File: config.mk
export PLATFORM = sky130hd
export DESIGN_NAME = backlash_compensation_4axis_core_flat
export DESIGN_NICKNAME = d
export VERILOG_FILES = /design/src/hdl/blc4_pkg.sv /design/src/hdl/blc4_if.sv /design/src/hdl/blc4_lane.sv /design/src/hdl/blc4_merge.sv /design/src/hdl/backlash_compensation_4axis_core.sv /design/src/flat_wrapper.sv
export SDC_FILE = /design/constraint.sdc
export NUM_CORES = 2
export LEC_CHECK = 0
export BUFFER_PORTS_ARGS = -buffer_cell sky130_fd_sc_hd__buf_2
export CAP_MARGIN = 25
export CORE_MARGIN = 2
export CORE_UTILIZATION = 44
export DETAILED_ROUTE_END_ITERATION = 12
export PLACE_DENSITY_LB_ADDON = 0.1
export SETUP_SLACK_MARGIN = 0.02
export SYNTH_ARGS = -nofsm -noshare
export SYNTH_HDL_FRONTEND = slang
export SYNTH_HIERARCHICAL = 1
export SYNTH_SLANG_ARGS = --single-unit
File: constraint.sdc
create_clock -name clk_i -period 15.8 [get_ports clk_i]
set_input_delay 0 -clock clk_i [delete_from_list [all_inputs] [get_ports clk_i]]
set_output_delay 0 -clock clk_i [all_outputs]
set_load 0.05 [all_outputs]
File: src/hdl/blc4_pkg.sv
// Shared types and constants of the four-axis backlash compensation block.
package blc4_pkg;

  // Axis count and axis positions inside per-axis arrays
  localparam int unsigned NumAxes = 4;
  localparam int unsigned AxisX   = 0;
  localparam int unsigned AxisY   = 1;
  localparam int unsigned AxisZ   = 2;
  localparam int unsigned AxisE   = 3;

  // Field widths
  localparam int unsigned PosW  = 32;
  localparam int unsigned BackW = 16;

  typedef logic signed [PosW-1:0]  pos_t;
  typedef logic signed [BackW-1:0] back_t;

  // Configuration register indexes
  typedef enum logic [1:0] {
    REG_BACKLASH_X = 2'd0,
    REG_BACKLASH_Y = 2'd1,
    REG_BACKLASH_Z = 2'd2,
    REG_BACKLASH_E = 2'd3
  } reg_idx_e;

  // Per-lane result handed to the merge stage
  typedef struct packed {
    pos_t adj;
    pos_t total;
    logic corr;
  } lane_res_t;

  // One complete result item as held in the output buffer
  typedef struct packed {
    pos_t [NumAxes-1:0] adj;
    pos_t [NumAxes-1:0] total;
    logic               corrected;
  } result_t;

endpackage

File: src/hdl/blc4_if.sv
// Channel interfaces: move input, result output and configuration write.

interface blc4_in_if;
  logic              valid;
  logic              ready;
  blc4_pkg::pos_t    cur_x;
  blc4_pkg::pos_t    cur_y;
  blc4_pkg::pos_t    cur_z;
  blc4_pkg::pos_t    cur_e;
  blc4_pkg::pos_t    dst_x;
  blc4_pkg::pos_t    dst_y;
  blc4_pkg::pos_t    dst_z;
  blc4_pkg::pos_t    dst_e;

  modport source (
    output valid, cur_x, cur_y, cur_z, cur_e, dst_x, dst_y, dst_z, dst_e,
    input  ready
  );
  modport sink (
    input  valid, cur_x, cur_y, cur_z, cur_e, dst_x, dst_y, dst_z, dst_e,
    output ready
  );
endinterface

interface blc4_out_if;
  logic              valid;
  logic              ready;
  blc4_pkg::pos_t    adj_x;
  blc4_pkg::pos_t    adj_y;
  blc4_pkg::pos_t    adj_z;
  blc4_pkg::pos_t    adj_e;
  blc4_pkg::pos_t    total_x;
  blc4_pkg::pos_t    total_y;
  blc4_pkg::pos_t    total_z;
  blc4_pkg::pos_t    total_e;
  logic              corrected;

  modport source (
    output valid, adj_x, adj_y, adj_z, adj_e,
           total_x, total_y, total_z, total_e, corrected,
    input  ready
  );
  modport sink (
    input  valid, adj_x, adj_y, adj_z, adj_e,
           total_x, total_y, total_z, total_e, corrected,
    output ready
  );
endinterface

interface blc4_cfg_if;
  logic                 valid;
  logic                 ready;
  blc4_pkg::reg_idx_e   index;
  blc4_pkg::back_t      data;

  modport source (
    output valid, index, data,
    input  ready
  );
  modport sink (
    input  valid, index, data,
    output ready
  );
endinterface

File: src/hdl/blc4_lane.sv
// One axis lane: direction detect, reversal correction and axis state.
module blc4_lane (
  input  logic                clk_i,
  input  logic                rst_ni,
  input  logic                cfg_we_i,
  input  blc4_pkg::back_t     cfg_data_i,
  input  logic                in_fire_i,
  input  blc4_pkg::pos_t      cur_i,
  input  blc4_pkg::pos_t      dst_i,
  output blc4_pkg::lane_res_t res_o
);

  blc4_pkg::back_t backlash_q;
  blc4_pkg::pos_t  shift_sum_q, shift_sum_d;
  logic            last_dir_q, last_dir_d;

  logic            dir, mov, do_fix;
  blc4_pkg::pos_t  back_ext, fix;

  // Hold the backlash step count; the user must write it only while idle, the block does not enforce this
  always_ff @(posedge clk_i or negedge rst_ni) begin
    if (!rst_ni) begin
      backlash_q <= '0;
    end else if (cfg_we_i) begin
      backlash_q <= cfg_data_i;
    end
  end

  // Find direction and movement, then the correction for a reversal
  always_comb begin
    dir      = (dst_i < cur_i);
    mov      = (dst_i != cur_i);
    do_fix   = mov && (dir != last_dir_q) && (backlash_q != '0);
    back_ext = blc4_pkg::pos_t'(backlash_q);
    fix      = dir ? (blc4_pkg::pos_t'(0) - back_ext) : back_ext;

    res_o.adj   = do_fix ? (cur_i - fix) : cur_i;
    res_o.total = do_fix ? (shift_sum_q + fix) : shift_sum_q;
    res_o.corr  = do_fix;

    shift_sum_d = res_o.total;
    last_dir_d  = mov ? dir : last_dir_q;
  end

  // Advance the axis state on each accepted item
  always_ff @(posedge clk_i or negedge rst_ni) begin
    if (!rst_ni) begin
      shift_sum_q <= '0;
      last_dir_q  <= 1'b0;
    end else if (in_fire_i) begin
      shift_sum_q <= shift_sum_d;
      last_dir_q  <= last_dir_d;
    end
  end

`ifndef SYNTH
  // A move without correction leaves the running total alone
  assert property (@(posedge clk_i) disable iff (!rst_ni)
    (in_fire_i && !do_fix) |=> (shift_sum_q == $past(shift_sum_q)))
    else $error("shift total changed without a correction");

  // Direction memory changes only on an accepted moving item
  assert property (@(posedge clk_i) disable iff (!rst_ni)
    !(in_fire_i && mov) |=> $stable(last_dir_q))
    else $error("last direction changed without a move");
`endif

endmodule

File: src/hdl/blc4_merge.sv
// Merge stage: combines lane results and buffers items toward the output.
module blc4_merge (
  input  logic                clk_i,
  input  logic                rst_ni,
  input  blc4_pkg::lane_res_t res_i [blc4_pkg::NumAxes],
  input  logic                in_fire_i,
  output logic                in_ready_o,
  blc4_out_if.source          out_o
);

  blc4_pkg::result_t new_item;
  blc4_pkg::result_t main_q, main_d, skid_q, skid_d;
  logic              out_valid_q, out_valid_d;
  logic              skid_valid_q, skid_valid_d;
  logic              out_fire;

  // Gather lane outputs and OR the correction flags
  always_comb begin
    new_item.corrected = 1'b0;
    for (int unsigned k = 0; k < blc4_pkg::NumAxes; k++) begin
      new_item.adj[k]    = res_i[k].adj;
      new_item.total[k]  = res_i[k].total;
      new_item.corrected = new_item.corrected | res_i[k].corr;
    end
  end

  assign out_fire   = out_valid_q && out_o.ready;
  assign in_ready_o = !skid_valid_q;

  // Refill the output register from skid or new item; park on a stall
  always_comb begin
    main_d       = main_q;
    skid_d       = skid_q;
    out_valid_d  = out_valid_q;
    skid_valid_d = skid_valid_q;
    if (!out_valid_q || out_fire) begin
      if (skid_valid_q) begin
        main_d       = skid_q;
        out_valid_d  = 1'b1;
        skid_valid_d = 1'b0;
      end else if (in_fire_i) begin
        main_d      = new_item;
        out_valid_d = 1'b1;
      end else begin
        out_valid_d = 1'b0;
      end
    end else if (in_fire_i) begin
      skid_d       = new_item;
      skid_valid_d = 1'b1;
    end
  end

  always_ff @(posedge clk_i or negedge rst_ni) begin
    if (!rst_ni) begin
      out_valid_q  <= 1'b0;
      skid_valid_q <= 1'b0;
    end else begin
      out_valid_q  <= out_valid_d;
      skid_valid_q <= skid_valid_d;
    end
  end

  always_ff @(posedge clk_i) begin
    main_q <= main_d;
    skid_q <= skid_d;
  end

  // Drive the output channel
  assign out_o.valid     = out_valid_q;
  assign out_o.adj_x     = main_q.adj[blc4_pkg::AxisX];
  assign out_o.adj_y     = main_q.adj[blc4_pkg::AxisY];
  assign out_o.adj_z     = main_q.adj[blc4_pkg::AxisZ];
  assign out_o.adj_e     = main_q.adj[blc4_pkg::AxisE];
  assign out_o.total_x   = main_q.total[blc4_pkg::AxisX];
  assign out_o.total_y   = main_q.total[blc4_pkg::AxisY];
  assign out_o.total_z   = main_q.total[blc4_pkg::AxisZ];
  assign out_o.total_e   = main_q.total[blc4_pkg::AxisE];
  assign out_o.corrected = main_q.corrected;

`ifndef SYNTH
  // The skid entry never holds an item while the output register is empty
  assert property (@(posedge clk_i) disable iff (!rst_ni)
    skid_valid_q |-> out_valid_q)
    else $error("skid entry full while output register empty");

  // An item accepted during a stall lands in the skid entry
  assert property (@(posedge clk_i) disable iff (!rst_ni)
    (out_valid_q && !out_o.ready && in_fire_i) |=> skid_valid_q)
    else $error("item dropped during output stall");

  // A parked item moves up when the output is taken
  assert property (@(posedge clk_i) disable iff (!rst_ni)
    (skid_valid_q && out_fire) |=> (out_valid_q && !skid_valid_q))
    else $error("skid item not promoted");
`endif

endmodule

File: src/hdl/backlash_compensation_4axis_core.sv
// Top level of the four-axis backlash compensation block.
//
// Usage:
//   in_i   takes one planned move per item: current and destination position
//          in steps for X, Y, Z and E. An item is taken when valid and ready
//          are both high.
//   out_o  gives one result per move: corrected start positions, running
//          shift totals per axis and a flag that some axis was corrected.
//   cfg_i  writes the per-axis backlash step counts (index 0..3 = X, Y, Z, E).
//          Always ready; write only while no move is in flight.
// Result: lanes are combinational; the merge stage registers the result.
// Throughput: one move per cycle while in_i.ready is high. Each axis lane does
//   one signed compare, a negate and two 32-bit adds per cycle, with its
//   direction bit and shift total updated on the same edge that takes the move.
// Stall: a two-entry output buffer keeps taking moves while one result waits;
//   in_i.ready drops only when both entries are full.
// Reset: backlash counts, shift totals and directions clear to zero (all
//   axes positive); the output buffer empties.
module backlash_compensation_4axis_core (
  input  logic      clk_i,
  input  logic      rst_ni,
  blc4_in_if.sink   in_i,
  blc4_out_if.source out_o,
  blc4_cfg_if.sink  cfg_i
);

  logic                in_fire, in_ready;
  logic                cfg_fire;
  logic                cfg_we [blc4_pkg::NumAxes];
  blc4_pkg::pos_t      cur    [blc4_pkg::NumAxes];
  blc4_pkg::pos_t      dst    [blc4_pkg::NumAxes];
  blc4_pkg::lane_res_t res    [blc4_pkg::NumAxes];

  assign in_i.ready  = in_ready;
  assign in_fire     = in_i.valid && in_ready;
  assign cfg_i.ready = 1'b1;
  assign cfg_fire    = cfg_i.valid;

  // Spread the move over the axis lanes
  assign cur[blc4_pkg::AxisX] = in_i.cur_x;
  assign cur[blc4_pkg::AxisY] = in_i.cur_y;
  assign cur[blc4_pkg::AxisZ] = in_i.cur_z;
  assign cur[blc4_pkg::AxisE] = in_i.cur_e;
  assign dst[blc4_pkg::AxisX] = in_i.dst_x;
  assign dst[blc4_pkg::AxisY] = in_i.dst_y;
  assign dst[blc4_pkg::AxisZ] = in_i.dst_z;
  assign dst[blc4_pkg::AxisE] = in_i.dst_e;

  // Decode the register index to a lane write enable
  always_comb begin
    for (int unsigned k = 0; k < blc4_pkg::NumAxes; k++) begin
      cfg_we[k] = 1'b0;
    end
    case (cfg_i.index)
      blc4_pkg::REG_BACKLASH_X: cfg_we[blc4_pkg::AxisX] = cfg_fire;
      blc4_pkg::REG_BACKLASH_Y: cfg_we[blc4_pkg::AxisY] = cfg_fire;
      blc4_pkg::REG_BACKLASH_Z: cfg_we[blc4_pkg::AxisZ] = cfg_fire;
      blc4_pkg::REG_BACKLASH_E: cfg_we[blc4_pkg::AxisE] = cfg_fire;
      default: ;
    endcase
  end

  // One lane per axis
  for (genvar g = 0; g < blc4_pkg::NumAxes; g++) begin : g_lane
    blc4_lane u_lane (
      .clk_i      (clk_i),
      .rst_ni     (rst_ni),
      .cfg_we_i   (cfg_we[g]),
      .cfg_data_i (cfg_i.data),
      .in_fire_i  (in_fire),
      .cur_i      (cur[g]),
      .dst_i      (dst[g]),
      .res_o      (res[g])
    );
  end

  // Combine lane results and buffer toward the output
  blc4_merge u_merge (
    .clk_i      (clk_i),
    .rst_ni     (rst_ni),
    .res_i      (res),
    .in_fire_i  (in_fire),
    .in_ready_o (in_ready),
    .out_o      (out_o)
  );

endmodule

File: src/flat_wrapper.sv
// flat-port wrapper written by rule: the top's interface ports become plain ports
module backlash_compensation_4axis_core_flat 
  (clk_i, rst_ni, in_i_valid, in_i_cur_x, in_i_cur_y, in_i_cur_z, in_i_cur_e, in_i_dst_x, in_i_dst_y, in_i_dst_z, in_i_dst_e, in_i_ready, out_o_valid, out_o_adj_x, out_o_adj_y, out_o_adj_z, out_o_adj_e, out_o_total_x, out_o_total_y, out_o_total_z, out_o_total_e, out_o_corrected, out_o_ready, cfg_i_valid, cfg_i_index, cfg_i_data, cfg_i_ready);
  blc4_in_if in_i_i ();
  blc4_out_if out_o_i ();
  blc4_cfg_if cfg_i_i ();
  input  logic clk_i;
  input  logic rst_ni;
  input wire logic [$bits(in_i_i.valid)-1:0] in_i_valid;
  input wire logic [$bits(in_i_i.cur_x)-1:0] in_i_cur_x;
  input wire logic [$bits(in_i_i.cur_y)-1:0] in_i_cur_y;
  input wire logic [$bits(in_i_i.cur_z)-1:0] in_i_cur_z;
  input wire logic [$bits(in_i_i.cur_e)-1:0] in_i_cur_e;
  input wire logic [$bits(in_i_i.dst_x)-1:0] in_i_dst_x;
  input wire logic [$bits(in_i_i.dst_y)-1:0] in_i_dst_y;
  input wire logic [$bits(in_i_i.dst_z)-1:0] in_i_dst_z;
  input wire logic [$bits(in_i_i.dst_e)-1:0] in_i_dst_e;
  output wire logic [$bits(in_i_i.ready)-1:0] in_i_ready;
  output wire logic [$bits(out_o_i.valid)-1:0] out_o_valid;
  output wire logic [$bits(out_o_i.adj_x)-1:0] out_o_adj_x;
  output wire logic [$bits(out_o_i.adj_y)-1:0] out_o_adj_y;
  output wire logic [$bits(out_o_i.adj_z)-1:0] out_o_adj_z;
  output wire logic [$bits(out_o_i.adj_e)-1:0] out_o_adj_e;
  output wire logic [$bits(out_o_i.total_x)-1:0] out_o_total_x;
  output wire logic [$bits(out_o_i.total_y)-1:0] out_o_total_y;
  output wire logic [$bits(out_o_i.total_z)-1:0] out_o_total_z;
  output wire logic [$bits(out_o_i.total_e)-1:0] out_o_total_e;
  output wire logic [$bits(out_o_i.corrected)-1:0] out_o_corrected;
  input wire logic [$bits(out_o_i.ready)-1:0] out_o_ready;
  input wire logic [$bits(cfg_i_i.valid)-1:0] cfg_i_valid;
  input wire logic [$bits(cfg_i_i.index)-1:0] cfg_i_index;
  input wire logic [$bits(cfg_i_i.data)-1:0] cfg_i_data;
  output wire logic [$bits(cfg_i_i.ready)-1:0] cfg_i_ready;
  assign in_i_i.valid = in_i_valid;
  assign in_i_i.cur_x = in_i_cur_x;
  assign in_i_i.cur_y = in_i_cur_y;
  assign in_i_i.cur_z = in_i_cur_z;
  assign in_i_i.cur_e = in_i_cur_e;
  assign in_i_i.dst_x = in_i_dst_x;
  assign in_i_i.dst_y = in_i_dst_y;
  assign in_i_i.dst_z = in_i_dst_z;
  assign in_i_i.dst_e = in_i_dst_e;
  assign in_i_ready = in_i_i.ready;
  assign out_o_valid = out_o_i.valid;
  assign out_o_adj_x = out_o_i.adj_x;
  assign out_o_adj_y = out_o_i.adj_y;
  assign out_o_adj_z = out_o_i.adj_z;
  assign out_o_adj_e = out_o_i.adj_e;
  assign out_o_total_x = out_o_i.total_x;
  assign out_o_total_y = out_o_i.total_y;
  assign out_o_total_z = out_o_i.total_z;
  assign out_o_total_e = out_o_i.total_e;
  assign out_o_corrected = out_o_i.corrected;
  assign out_o_i.ready = out_o_ready;
  assign cfg_i_i.valid = cfg_i_valid;
  assign cfg_i_i.index = cfg_i_index;
  assign cfg_i_i.data = cfg_i_data;
  assign cfg_i_ready = cfg_i_i.ready;
  backlash_compensation_4axis_core u_core (.clk_i(clk_i), .rst_ni(rst_ni), .in_i(in_i_i), .out_o(out_o_i), .cfg_i(cfg_i_i));
endmodule
# Word level (Yosys, flattened, before mapping)
# Cells that the tools add are included.
# word_totals
ff_bits	712
latchBits	0
ram_bits	0
rom_bits	0
in_bits	279
out_inout_bits	260
wordCells	111
mem_count	0
# op_classes
add_sub_neg	12
mul	0
n_div	0
n_lt_le_gt_ge	4
eq_ne	11
shifts	0
mux	22
n_bitwise	4
n_reduce_logical	26
# ops
operator	count
$mux W257	2
$mux W32	12
$add A32 B32 Y32	4
$lt A32 B32 Y1	4
$ne A32 B32 Y1	4
$sub A32 B32 Y32	4
$sub A1 B16 Y17 const A	4
$reduce_bool A16 Y1	4
$reduce_and A2 Y1	6
$logic_and A1 B1 Y1	10
$mux W1	8
$eq A2 B2 Y1 const B	2
$ne A1 B1 Y1	4
$reduce_bool A2 Y1	2
$or A1 B1 Y1	3
$eq A2 B1 Y1 const B	1
$logic_not A1 Y1	2
$logic_not A2 Y1	1
$logic_or A1 B1 Y1	1
$not A1 Y1	1

# Longest topological paths before layout
# depth
word_depth	9
mapped_depth	26
ltp_nobuf	23

# By module
# The synthesis kept the hierarchy.
# modules_own_cells
module	n_inst	cells_per_inst	area_per_inst_um2	seq_area_each_um2
blc4_merge	1	811	18728.0	15484.9
blc4_lane at u_core.g_lane[2].u_lane	1	868	6715.2	1226.2
blc4_lane at u_core.g_lane[3].u_lane	1	802	6667.6	1226.2
blc4_lane at u_core.g_lane[0].u_lane	1	843	6640.1	1226.2
blc4_lane at u_core.g_lane[1].u_lane	1	766	6264.8	1226.2
backlash_compensation_4axis_core	1	7	55.1	0.0

# Worst setup path after synthesis
# No wires, ideal clock.
# synth_path
path_type	reg2reg
start	register u_core.u_merge.skid_valid_q
end	register u_core.u_merge.main_q (netlist bit u_core/u_merge/out_o.adj_e[0]) (enable)
setup_time_ns	0.962
arrival_ns	13.719
required_time_ns	14.838
slack_ns	1.119
stages_incl_launch_ff	7
n_path_buf	2
synth_period_minus_slack_ns	14.681
cell_sequence	dfrtp_1 buf_2 buf_6 inv_1 and2_1 nor2_1 a21oi_1
# synth_via
elab_chain_cells	4
# synth_lines
item	line_no	text
start: declaration	blc4_merge.sv:14	logic skid_valid_q, skid_valid_d;
start signal: assignment	blc4_merge.sv:59	skid_valid_q <= skid_valid_d;
$logic_not A1 Y1	blc4_merge.sv:28	assign in_ready_o = !skid_valid_q;
via in_i_ready	flat_wrapper.sv:18	output wire logic [$bits(in_i_i.ready)-1:0] in_i_ready;
$logic_and A1 B1 Y1	backlash_compensation_4axis_core.sv:35	assign in_fire = in_i.valid && in_ready;
via u_core.in_fire	backlash_compensation_4axis_core.sv:27	logic in_fire, in_ready;
$reduce_bool A2 Y1 (no source line)	--	
$reduce_and A2 Y1 (no source line)	--	
end signal: assignment	blc4_merge.sv:64	main_q <= main_d;
end: declaration	blc4_merge.sv:12	blc4_pkg::result_t main_q, main_d, skid_q, skid_d;
# The timed path passes the listed nets, and every way through them passes these cells.
# A chain may end at the register's enable or synchronous reset.

==> results list <==
- Final RePlAce weighted congestion: 0.877
- The worst hold path belongs to the class in -> reg.
- Count of unresolved DRC violations after routing: 0
* Cells along the critical path: dlygate4sd3_1, buf_2, inv_1, ha_1, nand4_1, nor4_1, o31ai_1, nand3b_1, nand2_1, o21ai_0, inv_1, ha_1, nor2b_1, o2111ai_1, a311oi_1, o31ai_1, o2111ai_1, o41a_1, o221ai_1, mux2i_1, xnor2_1, dlygate4sd3_1
- Overall fraction of global-route tracks in use: 23.5%
- Post-route cell area: 53500 µm²
- The path with the worst hold slack has its endpoint at u_core/g_lane[3].u_lane/backlash_q[0].
- The flow ran to the end, and the final reports show no timing, DRC or antenna violations.
- Width of the chip: 324 µm
* Synthesized flop and latch total: 712
- For this run, the register share of the synthesized area comes to 45.2%.
- Entering global routing, the biggest net connects 122 pins.
* Placed Cells: 5899
- In the final layout, the share of cells above drive strength 1 is 25.7%.
- The count of nets left with antenna violations once routing finished came out at 0.
- STA puts the critical path data arrival time at 7.10 ns.
* Worst path required time: 16.21 ns
* Number of cells traversed by the worst register-to-register path: 22
- The clock period could shrink to 6.69 ns.
* Clock slew at the register clock pins of the worst setup and hold paths: 0.06 ns
- The wire-length estimate of the detail-placed layout is 89900 µm.
- Die Y: 324 µm
* Port buffer count: 537
* Setup tns final: 0 ns
* CTS tree: yes
- The tree is rooted in a sky130_fd_sc_hd__clkbuf_16.
- Summing internal, switching and leakage power gives 10500 µW.
- Count of warnings emitted by yosys: 6
* Mux contribution to synthesized area: 12.6%
- Summing the areas of all compound-gate instances in the mapped netlist gives 11.5% of the synthesized area.
* Number of cell rows: 117
- Number of antenna violations at the first check in global routing: 10
- Sum of overflow across all layers after global routing: 0
* Startpoint of the lowest-slack hold path: cfg_i_index[0]
* Worst-Margin Slew: 1.02 ns
* Layout overhead on the synthesized area: 18.7%
- Setup CP Type: in -> reg
* Primary flip-flop cell chosen by synthesis mapping: sky130_fd_sc_hd__edfxtp_1
- In the synthesized netlist the async set-or-reset flop fraction comes to 27.8%.
- Crit path largest cell delay: 0.58 ns
- Post-Synth Adder-Cell Area: 9.59%
- The clock net in this run drives a total of 712 sinks.
- Launching element type of the critical path: input port
- Min setup slack post-route: 9.11 ns
- The startpoint identified for the worst register-to-register timing path is u_core/g_lane[0].u_lane/backlash_q[0].
* Maximum count of clock buffers along a single path: 3
- Based on the critical path, the design can be clocked at up to 150 MHz.
* Final Max Tran Viols: 0
- Routed Wire Length: 127000 µm
* Ports placed on the boundary: 539
* Fraction of the mapped netlist area in simple logic gates: 11.5%
- The number of hold violations in the final report was 0.
* Cell depth of the worst min-delay path: 4
- Number of nets at the end of the flow: 5407
* First-pass GRT wire length: 192000 µm
- Largest fanout of any net on the critical path: 17
* Iteration-0 DRC Markers: 2201
- Setup violations remaining at the end of the flow were counted as 0.
- Setup repair after global routing left no endpoint under its margin.
- In this run, CTS created clock tree buffers numbering 84.
- Worst flop-to-flop path endpoint: u_core/u_merge/out_o.total_x[29]
- The routed layout has 33860 vias.
- Dividing the detail-routed via count by the number of cells gives 5.43.
- Of the available clock period, the critical path in the final layout requires 42.3%.
- Initial standard-cell utilization of the core: 44.3%
- OpenSTA, run right after detailed placement, puts the worst setup slack at 9.40 ns.
* Power density relative to cell area: 196 nW/µm²
- Cell at the slowest stage of the critical path: sky130_fd_sc_hd__nor4_1
- Area of placed instances: 49000 µm²
* Largest family of logic cells by synthesized area: multiplexers
* EDFF count, synth: 514
- The first detailed-routing pass took 6 iterations.
- Counting every net in the synthesized netlist gives 4716.
* Synthesized area per cell: 11.0 µm²
- Dividing the detail-routed wire length by the instance count gives 20.3 µm.
* Number of instances in the synthesized netlist: 4097
- Fin cells: 6232
* Core region area: 102000 µm²
- Across the VDD grid, the largest voltage drop is 0.000131 V.
* Combined area of all synthesized cells: 45100 µm²
- The number of global-route vias before repair was 33232.
* Die ar.: 105000 µm²
* XOR/XNOR Fraction of Synth Area: 5.54%
* Static leakage power: 0.0221 µW
* Type of element capturing the critical path: register
- The later pin in the worst-skew pair is clocked with a latency of 0.66 ns.
- For the final database, setup skew stands at 0.0328 ns.
- In this run the number of H-tree levels came out at 3.
- Max-slew headroom: 31.8%
* Worst setup slack for register-to-register paths: 9.69 ns
- Counting distinct cell types in the post-synthesis netlist gives 112.
* Number of max-capacitance violations reported: 0
-- where the power goes --
| part | switching (µW) | total [µW] | internal [µW] |
|---|---|---|---|
| registers | 294 | 3090 | 2800 |
| logic | 3230 | 5390 | 2160 |
| clock network | 822 | 1990 | 1160 |
| total | 4350 | 10500 | 6120 |
-- synth_stat cells (all sizes together), types with 75 or more instances --
library cell / number / share of area (%)
nor2: 237 / 2.0
edfxtp: 514 / 34
buf: 78 / 1.4
xnor2: 205 / 4.0
a21oi: 215 / 2.4
o21ai: 246 / 2.7
nand4: 75 / 1.1
ha: 332 / 9.2
dfrtp: 198 / 11
mux2: 477 / 12
nand3: 88 / 0.98
inv: 266 / 2.2
nand2: 322 / 2.7
xor2: 79 / 1.6
-- layout by cell type, fill, tap and decap left out, drive strengths merged, types with 19 or more instances in the layout --
cell type / netlist / final
mux2i: 23 / 23
nand4: 75 / 75
nor4: 39 / 39
nor3: 72 / 72
edfxtp: 514 / 514
o21a: 45 / 45
a211oi: 21 / 21
dlygate4sd3: 0 / 169
a21oi: 215 / 215
or3: 27 / 27
inv: 266 / 272
o21bai: 19 / 19
nor2: 237 / 237
clkbuf: 53 / 110
nand2: 322 / 322
o31ai: 19 / 19
dfrtp: 198 / 198
and3: 21 / 21
and2: 19 / 19
nand3: 88 / 88
xnor2: 205 / 205
a21o: 74 / 74
nor2b: 33 / 33
mux2: 477 / 477
nand2b: 30 / 30
xor2: 79 / 79
ha: 332 / 332
o21ai: 246 / 246
a31oi: 33 / 33
clkinv: 1 / 30
buf: 78 / 566
-- through the flow --
stage | util (%) | hold slack (ns)
after floorplan | - | -0.296
after global placement | 48.1 | 0.0467
after detailed placement | 48.1 | 0.0493
after CTS | 52.6 | 0.0176
after global routing | 52.6 | 0.0811
final | 52.6 | 0.0699
-- timing repair --
action	CTS	global route
buffers inserted	0	0
gates resized for setup	0	0
hold buffers	170	0
endpoints found under the hold margin	374	0
-- area by class of cell --
class | instances | area [µm²]
Fill cell | 9112 | 48200
Multi-Input combinational cell | 2987 | 22900
Sequential cell | 712 | 20400
Timing Repair Buffer | 736 | 4680
Clock buffer | 110 | 2300
Tap cell | 1368 | 1710
Inverter | 267 | 1000
Clock inverter | 48 | 494
Antenna cell | 4 | 10.0
-- kinds of logic (layout without fill, tap and decap cells) --
kind of cell    Yosys count  in the layout
fa+ha+maj               341            341
simple gates           1046           1046
compound gates          815            815
other cells               1              5
flops                   712            712
buf+inv                 398           1161
mux                     500            500
xor+xnor                284            284
-- how the worst max path moves through the flow --
stage / from / end / slack, ns / cells after the start
2_1_floorplan: u_core/u_merge/skid_valid_q / u_core/u_merge/out_o.adj_e[0] / 1.12 / 6
3_3_place_gp: in_i_cur_x[22] / u_core/u_merge/out_o.adj_x[31] / 9.48 / 21
3_5_place_dp: in_i_cur_x[22] / u_core/u_merge/out_o.adj_x[31] / 9.40 / 21
4_1_cts: in_i_cur_x[31] / u_core/u_merge/skid_q[160] / 9.30 / 22
5_1_grt: in_i_cur_x[31] / u_core/u_merge/skid_q[160] / 8.48 / 22
6_report: in_i_cur_x[31] / u_core/u_merge/skid_q[160] / 9.11 / 22
-- state kept, by name, summed over array words and instances (netlist names) --
signal                            count
u_core/u_merge/skid_q               257
u_core/g_lane.u_lane/shift_sum_q    128
u_core/g_lane.u_lane/backlash_q      64
u_core/u_merge/out_o.adj_e           32
u_core/u_merge/out_o.adj_x           32
u_core/u_merge/out_o.adj_y           32
u_core/u_merge/out_o.adj_z           32
u_core/u_merge/out_o.total_e         32
u_core/u_merge/out_o.total_x         32
u_core/u_merge/out_o.total_y         32
u_core/u_merge/out_o.total_z         32
u_core/g_lane.u_lane/last_dir_q       4
u_core/u_merge/out_o.corrected        1
u_core/u_merge/out_o.valid            1
u_core/u_merge/skid_valid_q           1
-- critical path: cells and delay by family --
kind / cells / cell delay, ns
multiplexers: 1 / 0.34
adder cells (fa/ha/maj): 2 / 0.67
AND/OR/NAND/NOR: 5 / 1.47
buffers and inverters: 5 / 1.40
XOR/XNOR: 1 / 0.12
AO/OA/AOI/OAI: 8 / 3.09
-- layer usage --
layer  track usage (%)  up-vias  share of wire, %
met1              32.4    16395                46
met3              3.45      119               5.1
li1                  -    16531                 -
met5                 0        -                 0
met2              38.9      815                47
met4              5.44        0               1.7
Power figures use the tool's default switching activity.
